## src/hdl/infix_to_prefix_operator_stack_core_assert.svh

```systemverilog
// Assertion macros for the operator stack core engine.
// Expects clk and rst_n in the scope of each use.
`ifndef INFIX_TO_PREFIX_OPERATOR_STACK_CORE_ASSERT_SVH
`define INFIX_TO_PREFIX_OPERATOR_STACK_CORE_ASSERT_SVH

// Same-cycle implication.
`define ITPS_ASSERT_HOLDS(label, ante, cons, msg) \
  label: assert property (@(posedge clk) disable iff (!rst_n) (ante) |-> (cons)) \
    else $error(msg);

// Next-cycle implication.
`define ITPS_ASSERT_NEXT(label, ante, cons, msg) \
  label: assert property (@(posedge clk) disable iff (!rst_n) (ante) |=> (cons)) \
    else $error(msg);

`endif

```

## src/hdl/itps_pkg.sv

```systemverilog
// Package for the infix-to-prefix operator stack core.
// Character codes, command and state types, precedence helpers; no dependencies.
`timescale 1ns / 1ps

package itps_pkg;

  localparam logic [7:0] CH_POW   = 8'h5E;
  localparam logic [7:0] CH_MUL   = 8'h2A;
  localparam logic [7:0] CH_DIV   = 8'h2F;
  localparam logic [7:0] CH_MOD   = 8'h25;
  localparam logic [7:0] CH_ADD   = 8'h2B;
  localparam logic [7:0] CH_SUB   = 8'h2D;
  localparam logic [7:0] CH_OPEN  = 8'h28;
  localparam logic [7:0] CH_CLOSE = 8'h29;
  localparam logic [7:0] CH_DIG0  = 8'h30;
  localparam logic [7:0] CH_DIG9  = 8'h39;
  localparam logic [7:0] CH_LC_A  = 8'h61;
  localparam logic [7:0] CH_LC_Z  = 8'h7A;
  localparam logic [7:0] CH_UC_A  = 8'h41;
  localparam logic [7:0] CH_UC_Z  = 8'h5A;

  localparam logic [1:0] ST_OK       = 2'd0;
  localparam logic [1:0] ST_OVERFLOW = 2'd1;
  localparam logic [1:0] ST_UNMATCH  = 2'd2;

  localparam logic [1:0] RANK_POW = 2'd3;
  localparam logic [1:0] RANK_MUL = 2'd2;
  localparam logic [1:0] RANK_ADD = 2'd1;
  localparam logic [1:0] RANK_LOW = 2'd0;

  localparam int Q_DEPTH = 2;
  localparam int Q_AW    = 1;

  typedef enum logic [1:0] {
    K_OPERAND,
    K_OPEN,
    K_CLOSE,
    K_OPER
  } kind_t;

  typedef struct packed {
    kind_t      kind;
    logic [1:0] rank;
    logic       is_pow;
    logic [7:0] sym;
    logic       last;
  } cmd_t;

  typedef enum logic [2:0] {
    S_IDLE,
    S_OPPOP,
    S_CLPOP,
    S_FLUSH,
    S_FINISH
  } eng_state_t;

  function automatic logic [1:0] rank_of(input logic [7:0] ch);
    logic [1:0] r;
    case (ch) inside
      CH_POW:                 r = RANK_POW;
      CH_MUL, CH_DIV, CH_MOD: r = RANK_MUL;
      CH_ADD, CH_SUB:         r = RANK_ADD;
      default:                r = RANK_LOW;
    endcase
    return r;
  endfunction

  function automatic logic is_operand(input logic [7:0] ch);
    return ch inside {[CH_DIG0:CH_DIG9], [CH_LC_A:CH_LC_Z], [CH_UC_A:CH_UC_Z]};
  endfunction

endpackage

```

## src/hdl/itps_front.sv

```systemverilog
// Front end: accepts input characters and classifies them into commands.
// Depends on itps_pkg; feeds itps_cmd_fifo.
`timescale 1ns / 1ps

module itps_front (
  input  logic              in_tvalid,
  output logic              in_tready,
  input  logic [7:0]        in_tdata,   // [7:0] symbol
  input  logic              in_tlast,   // end_of_expression
  input  logic              q_full,
  output logic              q_push,
  output itps_pkg::cmd_t    q_cmd
);
  import itps_pkg::*;

  assign in_tready = !q_full;
  assign q_push    = in_tvalid && !q_full;

  always_comb begin
    q_cmd.sym    = in_tdata;
    q_cmd.last   = in_tlast;
    q_cmd.rank   = rank_of(in_tdata);
    q_cmd.is_pow = (in_tdata == CH_POW);
    if (is_operand(in_tdata)) begin
      q_cmd.kind = K_OPERAND;
    end else if (in_tdata == CH_OPEN) begin
      q_cmd.kind = K_OPEN;
    end else if (in_tdata == CH_CLOSE) begin
      q_cmd.kind = K_CLOSE;
    end else begin
      q_cmd.kind = K_OPER;
    end
  end

endmodule

```

## src/hdl/itps_cmd_fifo.sv

```systemverilog
// Two-entry command queue between the front end and the stack engine.
// Depends on itps_pkg.
`timescale 1ns / 1ps

module itps_cmd_fifo (
  input  logic            clk,
  input  logic            rst_n,
  input  logic            push,
  input  itps_pkg::cmd_t  push_cmd,
  output logic            full,
  output logic            pop_valid,
  input  logic            pop,
  output itps_pkg::cmd_t  pop_cmd
);
  import itps_pkg::*;

  cmd_t            mem_r [Q_DEPTH];
  logic [Q_AW-1:0] wr_ptr_r, wr_ptr_nxt;
  logic [Q_AW-1:0] rd_ptr_r, rd_ptr_nxt;
  logic [Q_AW:0]   cnt_r, cnt_nxt;
  logic            do_pop;

  assign full      = (cnt_r == (Q_AW+1)'(Q_DEPTH));
  assign pop_valid = (cnt_r != '0);
  assign pop_cmd   = mem_r[rd_ptr_r];
  assign do_pop    = pop && pop_valid;

  always_comb begin
    wr_ptr_nxt = push ? wr_ptr_r + 1'b1 : wr_ptr_r;
    rd_ptr_nxt = do_pop ? rd_ptr_r + 1'b1 : rd_ptr_r;
    cnt_nxt    = cnt_r + (Q_AW+1)'(push) - (Q_AW+1)'(do_pop);
  end

  always_ff @(posedge clk) begin
    if (!rst_n) begin
      wr_ptr_r <= '0;
      rd_ptr_r <= '0;
      cnt_r    <= '0;
    end else begin
      wr_ptr_r <= wr_ptr_nxt;
      rd_ptr_r <= rd_ptr_nxt;
      cnt_r    <= cnt_nxt;
    end
  end

  always_ff @(posedge clk) begin
    if (push) begin
      mem_r[wr_ptr_r] <= push_cmd;
    end
  end

endmodule

```

## src/hdl/itps_engine.sv

```systemverilog
// Back end: stack engine and output register; one push or pop per unstalled cycle.
// Depends on itps_pkg and the assertion macro header.
`timescale 1ns / 1ps
`include "infix_to_prefix_operator_stack_core_assert.svh"

module itps_engine #(
  parameter int STACK_DEPTH = 32
) (
  input  logic            clk,
  input  logic            rst_n,
  input  logic            q_valid,
  input  itps_pkg::cmd_t  q_cmd,
  output logic            q_ready,
  output logic            out_tvalid,
  input  logic            out_tready,
  output logic [15:0]     out_tdata,  // [7:0] emitted_symbol, [8] expression_done
  output logic            out_tlast,  // last_of_run
  output logic [2:0]      out_tuser   // [0] symbol_valid, [2:1] status
);
  import itps_pkg::*;

  localparam int CW = $clog2(STACK_DEPTH + 1);
  localparam int IW = $clog2(STACK_DEPTH);
  localparam logic [CW-1:0] DEPTH_C = CW'(STACK_DEPTH);

  logic [7:0]    stack_mem [STACK_DEPTH];
  logic [7:0]    rd_data_r;

  eng_state_t    state_r, state_nxt;
  cmd_t          cmd_r, cmd_nxt;
  logic [1:0]    status_r, status_nxt;
  logic [CW-1:0] count_r, count_nxt;
  logic [CW-1:0] open_cnt_r, open_cnt_nxt;
  logic [7:0]    top_r, top_nxt;
  logic          fresh_r, fresh_nxt;
  logic          held_valid_r, held_valid_nxt;
  logic [7:0]    held_sym_r, held_sym_nxt;
  logic          out_valid_r, out_valid_nxt;
  logic [7:0]    out_sym_r, out_sym_nxt;
  logic          out_symv_r, out_symv_nxt;
  logic          out_last_r, out_last_nxt;
  logic          out_done_r, out_done_nxt;
  logic [1:0]    out_stat_r, out_stat_nxt;

  logic          out_free;
  logic [7:0]    top_sel;
  logic          nonempty, full_stk;
  logic          do_pop, do_push, emit, finish;
  logic [7:0]    push_sym, emit_sym;
  logic [CW-1:0] cnt_m2;
  logic [IW-1:0] rd_addr;

  function automatic logic pops_top(input logic [1:0] r, input logic pw,
                                    input logic [7:0] top);
    logic [1:0] tr;
    tr = rank_of(top);
    return (r < tr) || ((r == tr) && pw);
  endfunction

  assign out_free = !out_valid_r || out_tready;
  assign top_sel  = fresh_r ? rd_data_r : top_r;
  assign nonempty = (count_r != '0);
  assign full_stk = (count_r == DEPTH_C);
  assign cnt_m2   = count_r - CW'(2);
  assign rd_addr  = cnt_m2[IW-1:0];

  always_comb begin
    state_nxt  = state_r;
    cmd_nxt    = cmd_r;
    status_nxt = status_r;
    do_pop     = 1'b0;
    do_push    = 1'b0;
    push_sym   = cmd_r.sym;
    emit       = 1'b0;
    emit_sym   = top_sel;
    finish     = 1'b0;
    q_ready    = 1'b0;
    if (out_free) begin
      case (state_r)
        S_IDLE: begin
          if (q_valid) begin
            q_ready    = 1'b1;
            cmd_nxt    = q_cmd;
            status_nxt = ST_OK;
            case (q_cmd.kind)
              K_OPERAND: begin
                emit      = 1'b1;
                emit_sym  = q_cmd.sym;
                state_nxt = q_cmd.last ? S_FLUSH : S_FINISH;
              end
              K_OPEN: begin
                if (full_stk) begin
                  status_nxt = ST_OVERFLOW;
                end else begin
                  do_push  = 1'b1;
                  push_sym = q_cmd.sym;
                end
                state_nxt = q_cmd.last ? S_FLUSH : S_FINISH;
              end
              K_CLOSE: begin
                if (open_cnt_r == '0) status_nxt = ST_UNMATCH;
                state_nxt = S_CLPOP;
              end
              default: begin
                if (full_stk && !(nonempty && pops_top(q_cmd.rank, q_cmd.is_pow, top_sel)))
                  status_nxt = ST_OVERFLOW;
                state_nxt = S_OPPOP;
              end
            endcase
          end
        end
        S_OPPOP: begin
          if (nonempty && pops_top(cmd_r.rank, cmd_r.is_pow, top_sel)) begin
            emit   = 1'b1;
            do_pop = 1'b1;
          end else begin
            do_push   = !full_stk;
            state_nxt = cmd_r.last ? S_FLUSH : S_FINISH;
          end
        end
        S_CLPOP: begin
          if (nonempty) begin
            do_pop = 1'b1;
            if (top_sel == CH_OPEN) begin
              state_nxt = cmd_r.last ? S_FLUSH : S_FINISH;
            end else begin
              emit = 1'b1;
            end
          end else begin
            state_nxt = cmd_r.last ? S_FLUSH : S_FINISH;
          end
        end
        S_FLUSH: begin
          if (nonempty) begin
            emit   = 1'b1;
            do_pop = 1'b1;
          end else begin
            state_nxt = S_FINISH;
          end
        end
        S_FINISH: begin
          finish    = 1'b1;
          state_nxt = S_IDLE;
        end
        default: state_nxt = S_IDLE;
      endcase
    end
  end

  always_comb begin
    count_nxt    = count_r;
    open_cnt_nxt = open_cnt_r;
    top_nxt      = top_sel;
    fresh_nxt    = 1'b0;
    if (do_push) begin
      count_nxt = count_r + CW'(1);
      top_nxt   = push_sym;
      if (push_sym == CH_OPEN) open_cnt_nxt = open_cnt_r + CW'(1);
    end else if (do_pop) begin
      count_nxt = count_r - CW'(1);
      fresh_nxt = 1'b1;
      if (top_sel == CH_OPEN) open_cnt_nxt = open_cnt_r - CW'(1);
    end
  end

  always_comb begin
    held_valid_nxt = held_valid_r;
    held_sym_nxt   = held_sym_r;
    out_valid_nxt  = out_valid_r && !out_tready;
    out_sym_nxt    = out_sym_r;
    out_symv_nxt   = out_symv_r;
    out_last_nxt   = out_last_r;
    out_done_nxt   = out_done_r;
    out_stat_nxt   = out_stat_r;
    if (emit) begin
      held_valid_nxt = 1'b1;
      held_sym_nxt   = emit_sym;
      if (held_valid_r) begin
        out_valid_nxt = 1'b1;
        out_sym_nxt   = held_sym_r;
        out_symv_nxt  = 1'b1;
        out_last_nxt  = 1'b0;
        out_done_nxt  = 1'b0;
        out_stat_nxt  = status_r;
      end
    end else if (finish) begin
      held_valid_nxt = 1'b0;
      out_valid_nxt  = 1'b1;
      out_sym_nxt    = held_valid_r ? held_sym_r : 8'h00;
      out_symv_nxt   = held_valid_r;
      out_last_nxt   = 1'b1;
      out_done_nxt   = cmd_r.last;
      out_stat_nxt   = status_r;
    end
  end

  always_ff @(posedge clk) begin
    if (!rst_n) begin
      state_r      <= S_IDLE;
      count_r      <= '0;
      open_cnt_r   <= '0;
      fresh_r      <= 1'b0;
      held_valid_r <= 1'b0;
      out_valid_r  <= 1'b0;
    end else begin
      state_r      <= state_nxt;
      count_r      <= count_nxt;
      open_cnt_r   <= open_cnt_nxt;
      fresh_r      <= fresh_nxt;
      held_valid_r <= held_valid_nxt;
      out_valid_r  <= out_valid_nxt;
    end
  end

  always_ff @(posedge clk) begin
    cmd_r      <= cmd_nxt;
    status_r   <= status_nxt;
    top_r      <= top_nxt;
    held_sym_r <= held_sym_nxt;
    out_sym_r  <= out_sym_nxt;
    out_symv_r <= out_symv_nxt;
    out_last_r <= out_last_nxt;
    out_done_r <= out_done_nxt;
    out_stat_r <= out_stat_nxt;
  end

  always_ff @(posedge clk) begin
    if (do_push) begin
      stack_mem[count_r[IW-1:0]] <= push_sym;
    end
  end

  always_ff @(posedge clk) begin
    if (do_pop) begin
      rd_data_r <= stack_mem[rd_addr];
    end
  end

  assign out_tvalid = out_valid_r;
  assign out_tdata  = {7'd0, out_done_r, out_sym_r};
  assign out_tlast  = out_last_r;
  assign out_tuser  = {out_stat_r, out_symv_r};

  `ITPS_ASSERT_HOLDS(a_count_range, 1'b1, count_r <= DEPTH_C, "stack count beyond depth")
  `ITPS_ASSERT_HOLDS(a_open_bound, 1'b1, open_cnt_r <= count_r, "open count exceeds stack count")
  `ITPS_ASSERT_HOLDS(a_push_room, do_push, !full_stk && !do_pop, "push onto full stack")
  `ITPS_ASSERT_NEXT(a_finish_out, (state_r == S_FINISH) && out_free, out_valid_r && out_last_r && !held_valid_r, "finish did not close run")

endmodule

```

## src/hdl/infix_to_prefix_operator_stack_core.sv

```systemverilog
// Flow: an operand goes through the command queue and held-symbol register, entering the
// output register at the next emit or finish. Items leave S_IDLE for S_FINISH, via S_OPPOP
// or S_CLPOP for operators and closes and S_FLUSH at end of expression; new items wait in S_IDLE.
// Reset: synchronous active-low rst_n clears queue, stack count and output valid;
// stack memory contents are not cleared.
// Top level of the operator stack core; depends on itps_pkg, front, queue, engine.
`timescale 1ns / 1ps

module infix_to_prefix_operator_stack_core #(
  parameter int STACK_DEPTH = 32
) (
  input  logic        clk,
  input  logic        rst_n,
  input  logic        in_tvalid,
  output logic        in_tready,
  input  logic [7:0]  in_tdata,   // [7:0] symbol
  input  logic        in_tlast,   // end_of_expression
  output logic        out_tvalid,
  input  logic        out_tready,
  output logic [15:0] out_tdata,  // [7:0] emitted_symbol, [8] expression_done, [15:9] zero
  output logic        out_tlast,  // last_of_run
  output logic [2:0]  out_tuser   // [0] symbol_valid, [2:1] status
);
  import itps_pkg::*;

  cmd_t front_cmd, head_cmd;
  logic q_push, q_full, q_valid, q_ready;

  itps_front u_front (
    .in_tvalid (in_tvalid),
    .in_tready (in_tready),
    .in_tdata  (in_tdata),
    .in_tlast  (in_tlast),
    .q_full    (q_full),
    .q_push    (q_push),
    .q_cmd     (front_cmd)
  );

  itps_cmd_fifo u_fifo (
    .clk       (clk),
    .rst_n     (rst_n),
    .push      (q_push),
    .push_cmd  (front_cmd),
    .full      (q_full),
    .pop_valid (q_valid),
    .pop       (q_ready),
    .pop_cmd   (head_cmd)
  );

  itps_engine #(
    .STACK_DEPTH (STACK_DEPTH)
  ) u_engine (
    .clk        (clk),
    .rst_n      (rst_n),
    .q_valid    (q_valid),
    .q_cmd      (head_cmd),
    .q_ready    (q_ready),
    .out_tvalid (out_tvalid),
    .out_tready (out_tready),
    .out_tdata  (out_tdata),
    .out_tlast  (out_tlast),
    .out_tuser  (out_tuser)
  );

endmodule
```

## config.mk

```make
export PLATFORM = sky130hd
export DESIGN_NAME = infix_to_prefix_operator_stack_core
export DESIGN_NICKNAME = d
export VERILOG_FILES = /design/src/hdl/itps_pkg.sv /design/src/hdl/itps_front.sv /design/src/hdl/itps_cmd_fifo.sv /design/src/hdl/itps_engine.sv /design/src/hdl/infix_to_prefix_operator_stack_core.sv
export VERILOG_INCLUDE_DIRS = /design/src /design/src/hdl
export SDC_FILE = /design/constraint.sdc
export NUM_CORES = 1
export LEC_CHECK = 0
export ABC_AREA = 1
export BUFFER_PORTS_ARGS = -buffer_cell sky130_fd_sc_hd__buf_2
export CORE_MARGIN = 2
export CORE_UTILIZATION = 56
export DETAILED_ROUTE_END_ITERATION = 8
export HOLD_SLACK_MARGIN = 0.12
export MAX_ROUTING_LAYER = met4
export PLACE_DENSITY = 0.76
export SLEW_MARGIN = 10
export SYNTH_ARGS = -nofsm -noshare
export SYNTH_HDL_FRONTEND = slang
export SYNTH_SLANG_ARGS = --single-unit
```

## constraint.sdc

```tcl
create_clock -name clk -period 3.74 [get_ports clk]
set_input_delay 0.935 -clock clk [delete_from_list [all_inputs] [get_ports clk]]
set_output_delay 0.935 -clock clk [all_outputs]
set_load 0.05 [all_outputs]
```

* After elaboration in Yosys (flattened, before gate mapping)
Memories as Yosys holds them, arrays and structs flattened. A register that Yosys moved wholly into a read port is not among the register bits. Cells that the tools add are included.
Storage, ports and cells: RAM bits 284, memories kept 2, flip-flop bits (word level) 65, output and inout bits 22, ROM bits 0, bits in latches 0, word-level logic and storage cells 206
Cells by class: muxes and demuxes 93, reduce and logical (&&, ||, !) cells 40, $lt $le $gt $ge 8, add/subtract/negate cells 9, shift-type cells 0, bitwise operators 1, divide/modulo/power cells 0, multipliers 0, equality and inequality tests 32
Memory list:
- u_engine.stack_mem | words 32, bits a word 8, read ports 1, clocked after memory_dff 1, write ports 1, RTL line itps_engine.sv:26 | logic [7:0] stack_mem [STACK_DEPTH];
- u_fifo.mem_r | words 2, bits a word 14, read ports 1, clocked after memory_dff 1, write ports 1, RTL line itps_cmd_fifo.sv:17 | cmd_t mem_r [Q_DEPTH];
Operator list (count):
- 8-bit 2-to-1 mux | 15
- 8-bit by 6-bit == test with 1-bit output, second input constant | 14
- 1-bit 2-to-1 mux | 43
- 6-bit 2-to-1 mux | 6
- 2-bit 2-to-1 mux | 16
- 3-bit 2-to-1 mux | 7
- 8-bit by 7-bit == test with 1-bit output, second input constant | 2
- 8-bit by 7-bit greater-or-equal comparator with 1-bit output, second input constant | 2
- 8-bit by 7-bit less-or-equal comparator with 1-bit output, second input constant | 2
- 6-bit by 1-bit adder with 6-bit output, second input constant | 2
- 3-bit case mux with 4 select lines | 1
- 6-bit by 1-bit subtractor with 6-bit output, second input constant | 2
- 1-bit logical AND | 11
- 2-bit OR reduction | 5
- 3-bit OR reduction | 3
- 8-bit by 6-bit greater-or-equal comparator with 1-bit output, second input constant | 1
- 8-bit by 6-bit less-or-equal comparator with 1-bit output, second input constant | 1
- 2-bit inequality test, second input constant | 4
- 2-bit nonzero test | 4
- 3-bit by 2-bit == test with 1-bit output, second input constant | 2
- 6-bit == test, second input constant | 1
- 6-bit zero test | 1
- 2-bit case mux with 3 select lines | 1
- 3-bit case mux with 2 select lines | 1
- 24 further kinds | 36

* Longest topological paths before layout
depth after elaboration 18, mapped depth 26, depth with buffers taken out 26

* Cells and area by module
Synthesis repeated with hierarchy kept, for this count alone.
Second synthesis, totals: cells, all modules 1186, area total of the unflattened synthesis 14898.0 um^2
By module, submodules not included:
- itps_engine | cells an instance 1050, area an instance 13360.3 um^2, times used 1
- itps_cmd_fifo | cells an instance 80, area an instance 1251.2 um^2, times used 1
- itps_front | cells an instance 56, area an instance 286.5 um^2, times used 1

* Least setup slack after synthesis
No wires, ideal clock.
path kind reg2reg, start point register u_engine.fresh_r, end point register u_engine.open_cnt_r[5], stages on the path, launching flop included 25, data arrival time 3527 ps, buffers on the path 1, path slack 143 ps, library setup time 70 ps, required time 3670 ps, cells stage by stage dfxtp_1 -> buf_6 -> nand2_1 -> o21ai_0 -> nor2_1 -> a211oi_1 -> a21oi_1 -> a21boi_0 -> ha_1 -> inv_1 -> nor2_1 -> o21ai_0 -> nand2_1 -> nand3b_1 -> nand2_2 -> inv_2 -> ha_1 -> a21oi_1 -> nand2_1 -> a21o_1 -> a21oi_1 -> nand3_1 -> nand2_1 -> nand3_1 -> a21oi_1
Between the ends: longest elaborated chain between the ends 17, elaborated cells on any way between the ends 31, classes of those cells 1 x order compare; 9 x eq/ne; 13 x mux; 8 x reduce/logical
RTL lines:
- start: declaration | RTL line itps_engine.sv:35 | logic fresh_r, fresh_nxt;
- start signal: assignment | RTL line itps_engine.sv:209 | fresh_r <= fresh_nxt;
- 8-bit 2-to-1 mux * | RTL line itps_engine.sv:61 | assign top_sel = fresh_r ? rd_data_r : top_r;
- 8-bit by 6-bit == test with 1-bit output | RTL line itps_engine.sv:56 | tr = rank_of(top);
- 2-bit OR reduction | RTL line itps_pkg.sv:59 | case (ch) inside
- 1-bit 2-to-1 mux | RTL line itps_pkg.sv:59
- 2-bit 2-to-1 mux (2 in series) | RTL line itps_pkg.sv:59
- 2-bit 2-to-1 mux | RTL line itps_engine.sv:79 | case (state_r)
- 2-bit 2-to-1 mux | RTL line itps_engine.sv:78 | if (out_free) begin
- 2-bit == test | RTL line itps_engine.sv:57 | return (r < tr) || ((r == tr) && pw);
- 1-bit logical AND | RTL line itps_engine.sv:57
- 1-bit logical OR | RTL line itps_engine.sv:57
- 1-bit logical AND | RTL line itps_engine.sv:113 | if (nonempty && pops_top(cmd_r.rank, cmd_r.is_pow, top_sel)) begin
- 1-bit 2-to-1 mux | RTL line itps_engine.sv:113
- 1-bit case mux with 2 select lines | RTL line itps_engine.sv:79
- 1-bit 2-to-1 mux | RTL line itps_engine.sv:78
- 2-bit inequality test (no source line) / 2-bit nonzero test (equally long branches)
- 3-bit AND reduction (no source line)
- end signal: assignment | RTL line itps_engine.sv:208 | open_cnt_r <= open_cnt_nxt;
- end: declaration | RTL line itps_engine.sv:33 | logic [CW-1:0] open_cnt_r, open_cnt_nxt;
Every way passes the cells marked *; elsewhere a longest branch is shown, timed or not. The select of a mux whose other input is x is not followed. A chain may end at the register's enable or synchronous reset.

* Worst setup path after layout
Same ends and word-level chain as after synthesis.

==> impl_metrics.ini <==
[run_status]
status = complete, no violations

[grt]
grt_antenna_before_repair = 1
grt_use_met1 = 0.332
grt_max_degree = 48
grt_pass1_wl_um = 52600
grt_overflow = 0
grt_util_met2 = 0.401
grt_use_total = 0.252
grt_busiest_layer = met2
grt_pass1_vias = 9444
gr-usage-met3 = 0.0441

[yosys]
synth_edf_count = 327
yosysWarnings = 0
synth-async-reset-ratio = 0
synth.area.top_cells = edfxtp_1 67%, a22oi_1 4.8%, nand2_1 4.8%
yosysSeqAreaShare = 0.710
yosysTopAreaCell = edfxtp_1
ys_seq_elements = 358
synth_most_common_cell = edfxtp_1
syn_area_per_cell_um2 = 12.5
synth_cell_types = 49
synth_top_area_frac = 0.667
synth_flop_cell = edfxtp_1
synth_common_cells = 327 x edfxtp_1, 187 x nand2_1, 99 x nand3_1
synth.cell_area_um2 = 14700
syn_inst = 1175

[sta]
slew_viol_final = 0
max_freq_mhz = 276
setup_viol_count_final = 0
slew_headroom = 0.262
fin_hold_ws_ns = 0.413
period_needed_ns = 3.62
fin_crit_sh = 0.969
timing.setup.tns_ns = 0
finalHoldViolations = 0
tightest_slew_ns = 1.11
finClkSkew_ns = 0.0166

[clock_tree]
cts_htree_levels = 2
cts_tree = yes
cts_buffer_depth = 3
clkTransAtPathRegs_ns = 0.06
numClockSinks = 358
root_buffer = clkbuf_16
insertion_delay_ns = 0.51
cts_buffers = 36

[route]
vias_per_cell = 5.98
wl_um = 34400
num_vias = 9799
ant_nets = 0
drt_iter0_drc = 1341
drt_first_pass_iters = 7
drc = 0
wl_per_cell_um = 21.0

[setup_path]
reg2reg_from = u_engine.fresh_r$_SDFF_PP0_
worstPathArrival_ns = 4.07
r2r-end = u_engine.open_cnt_r[5]$_SDFFE_PN0P_
timing_worst_setup_path_type = reg2reg
cp.required_ns = 4.19
path_max_fanout = 8
start_kind = register
worstSetupStartpoint = u_engine.fresh_r$_SDFF_PP0_
end_kind = register
reg2regPathDepth = 22
rrSetupSlack_ns = 0.12

[hold_path]
min_to = u_engine.out_stat_r[0]$_DFFE_PP_
hp-class = reg2reg
worstHoldStart = u_engine.status_r[0]$_DFFE_PP_
min_path_cells = 0

[placement]
dpl.hpwl_um = 20800
port_buffers = 27
gp_congestion = 0.857

[pwr]
powerDensity_nw_per_um2 = 830
p_leak_nw = 6.27
vdd_drop_max_v = 0.000499
design_power_total_mw = 14.2

[finish]
seq_area_um2 = 10400
drive_gt1_frac = 0.183
fillers = 1775
multiInputGateArea_um2 = 3850
areaGrowthSynthToFinish_pct = 16.4
nets = 1309

[floorplan]
start_util = 0.568
die_y_um = 166
num_rows = 59
chipWidth_um = 166
io_pins = 35
coreArea_um2 = 25900
dieArea_um2 = 27600

[flow_run]
max_cap_violations = 0
## how the worst max path moves through the flow
stage / endpoint / slack, ns / cells past startpoint
6_report: u_engine.open_cnt_r[5]$_SDFFE_PN0P_ / 0.12 / 22
5_1_grt: u_engine.open_cnt_r[5]$_SDFFE_PN0P_ / -0.15 / 22
4_1_cts: u_engine.open_cnt_r[5]$_SDFFE_PN0P_ / 0.02 / 24
3_5_place_dp: u_engine.open_cnt_r[5]$_SDFFE_PN0P_ / -0.13 / 23
3_3_place_gp: u_engine.open_cnt_r[5]$_SDFFE_PN0P_ / 0.06 / 23
2_1_floorplan: u_engine.open_cnt_r[5]$_SDFFE_PN0P_ / 0.14 / 24
## repair_timing
item,4_1_cts,5_1_grt
resized for setup,5,39
cloned,0,1
setup buffers,0,8
endpoints found under the hold margin,0,0
pin swaps,1,19
hold buffers,0,0
endpoints found under the setup margin,3,75
## logic make-up after synthesis
group / after synthesis / synth area share
compound gates: 211 / 0.0925
xor+xnor: 8 / 0.00476
buf+inv: 153 / 0.0432
fa+ha+maj: 17 / 0.0155
simple gates: 427 / 0.134
other cells: 1 / 0.000255
flops: 358 / 0.710
## area by class of cell
type / count / area share
Clock buffer: 42 / 0.0563
Antenna cell: 1 / 0.000146
Clock inverter: 21 / 0.0115
Timing Repair Buffer: 116 / 0.0511
Sequential cell: 358 / 0.610
Inverter: 97 / 0.0217
Tap cell: 335 / 0.0245
Multi-Input combinational cell: 670 / 0.225
## cells in the final DEF (no fill, tap or decap), types with 5 or more instances in the layout
| cell | Yosys | routed |
|---|---|---|
| a21oi_1 | 27 | 22 |
| a21oi_2 | 0 | 5 |
| a22oi_1 | 94 | 94 |
| a31oi_1 | 13 | 13 |
| buf_2 | 11 | 27 |
| buf_4 | 10 | 83 |
| clkbuf_16 | 0 | 38 |
| clkinv_1 | 1 | 7 |
| clkinv_2 | 0 | 11 |
| conb_1 | 1 | 7 |
| dfxtp_1 | 31 | 30 |
| edfxtp_1 | 327 | 327 |
| ha_1 | 15 | 11 |
| inv_1 | 87 | 86 |
| inv_2 | 8 | 8 |
| nand2_1 | 187 | 184 |
| nand2_2 | 8 | 11 |
| nand3_1 | 99 | 98 |
| nand3_2 | 4 | 5 |
| nand4_1 | 27 | 27 |
| nor2_1 | 74 | 70 |
| nor2_2 | 3 | 5 |
| nor2_4 | 3 | 5 |
| o21ai_0 | 51 | 46 |
| o21ai_1 | 9 | 7 |
| o21ai_2 | 2 | 5 |
## registers in the layout, indices dropped and copies added (netlist names), 2 cells and up, named ones only
name,flops
u_engine.count_r,6
u_engine.state_r,3
u_engine.out_sym_r,8
u_engine.top_r,8
u_fifo.cnt_r,2
u_fifo.mem_r,28
u_engine.status_r,2
u_engine.out_stat_r,2
u_engine.open_cnt_r,6
u_engine.rd_data_r,8
u_engine.stack_mem,256
u_engine.cmd_r,12
u_engine.held_sym_r,8
## where the power goes
part	total [mW]	switching, mW	leakage, nW	internal [mW]
Clock	3.57	1.46	0.583	2.12
Combinational	5.07	3.51	2.46	1.56
Sequential	5.56	0.250	3.22	5.32
## per-layer routing
layer	vias up	wire, µm	share of wire
met2	514	17000	0.50
met1	4721	13400	0.39
met5	-	0	0
met4	0	1040	0.030
met3	93	2940	0.085
li1	4471	-	-
## per-stage QoR
| stage | worst slack, ns | util | area, µm² | std cells |
|---|---|---|---|---|
| after floorplan | 0.143 | - | 14700 | 1181 |
| after global placement | 0.0567 | 0.605 | 15700 | 1567 |
| after detailed placement | -0.132 | 0.605 | 15700 | 1567 |
| after CTS | 0.0176 | 0.650 | 16900 | 1630 |
| after global routing | -0.148 | 0.661 | 17100 | 1640 |
| final | 0.117 | 0.661 | 17100 | 1640 |
## worst max-delay path, cell delays in order, from the launching register on
cell and delay [ns]:
dfxtp_4 0.39, clkbuf_16 0.17, o21ai_2 0.22, inv_2 0.10
nor3_4 0.31, nand4_1 0.19, nand3_2 0.11, ha_1 0.24
nand3_1 0.07, o21ai_1 0.06, nand2_1 0.08, nand3b_1 0.13
nand2_2 0.15, clkinv_4 0.12, ha_4 0.24, a21oi_1 0.14
nand2_1 0.10, a21o_1 0.20, a21oi_2 0.15, nand3_1 0.08
nand2_1 0.07, nand3_1 0.09, a21oi_2 0.13
Power figures use the tool's default switching activity.
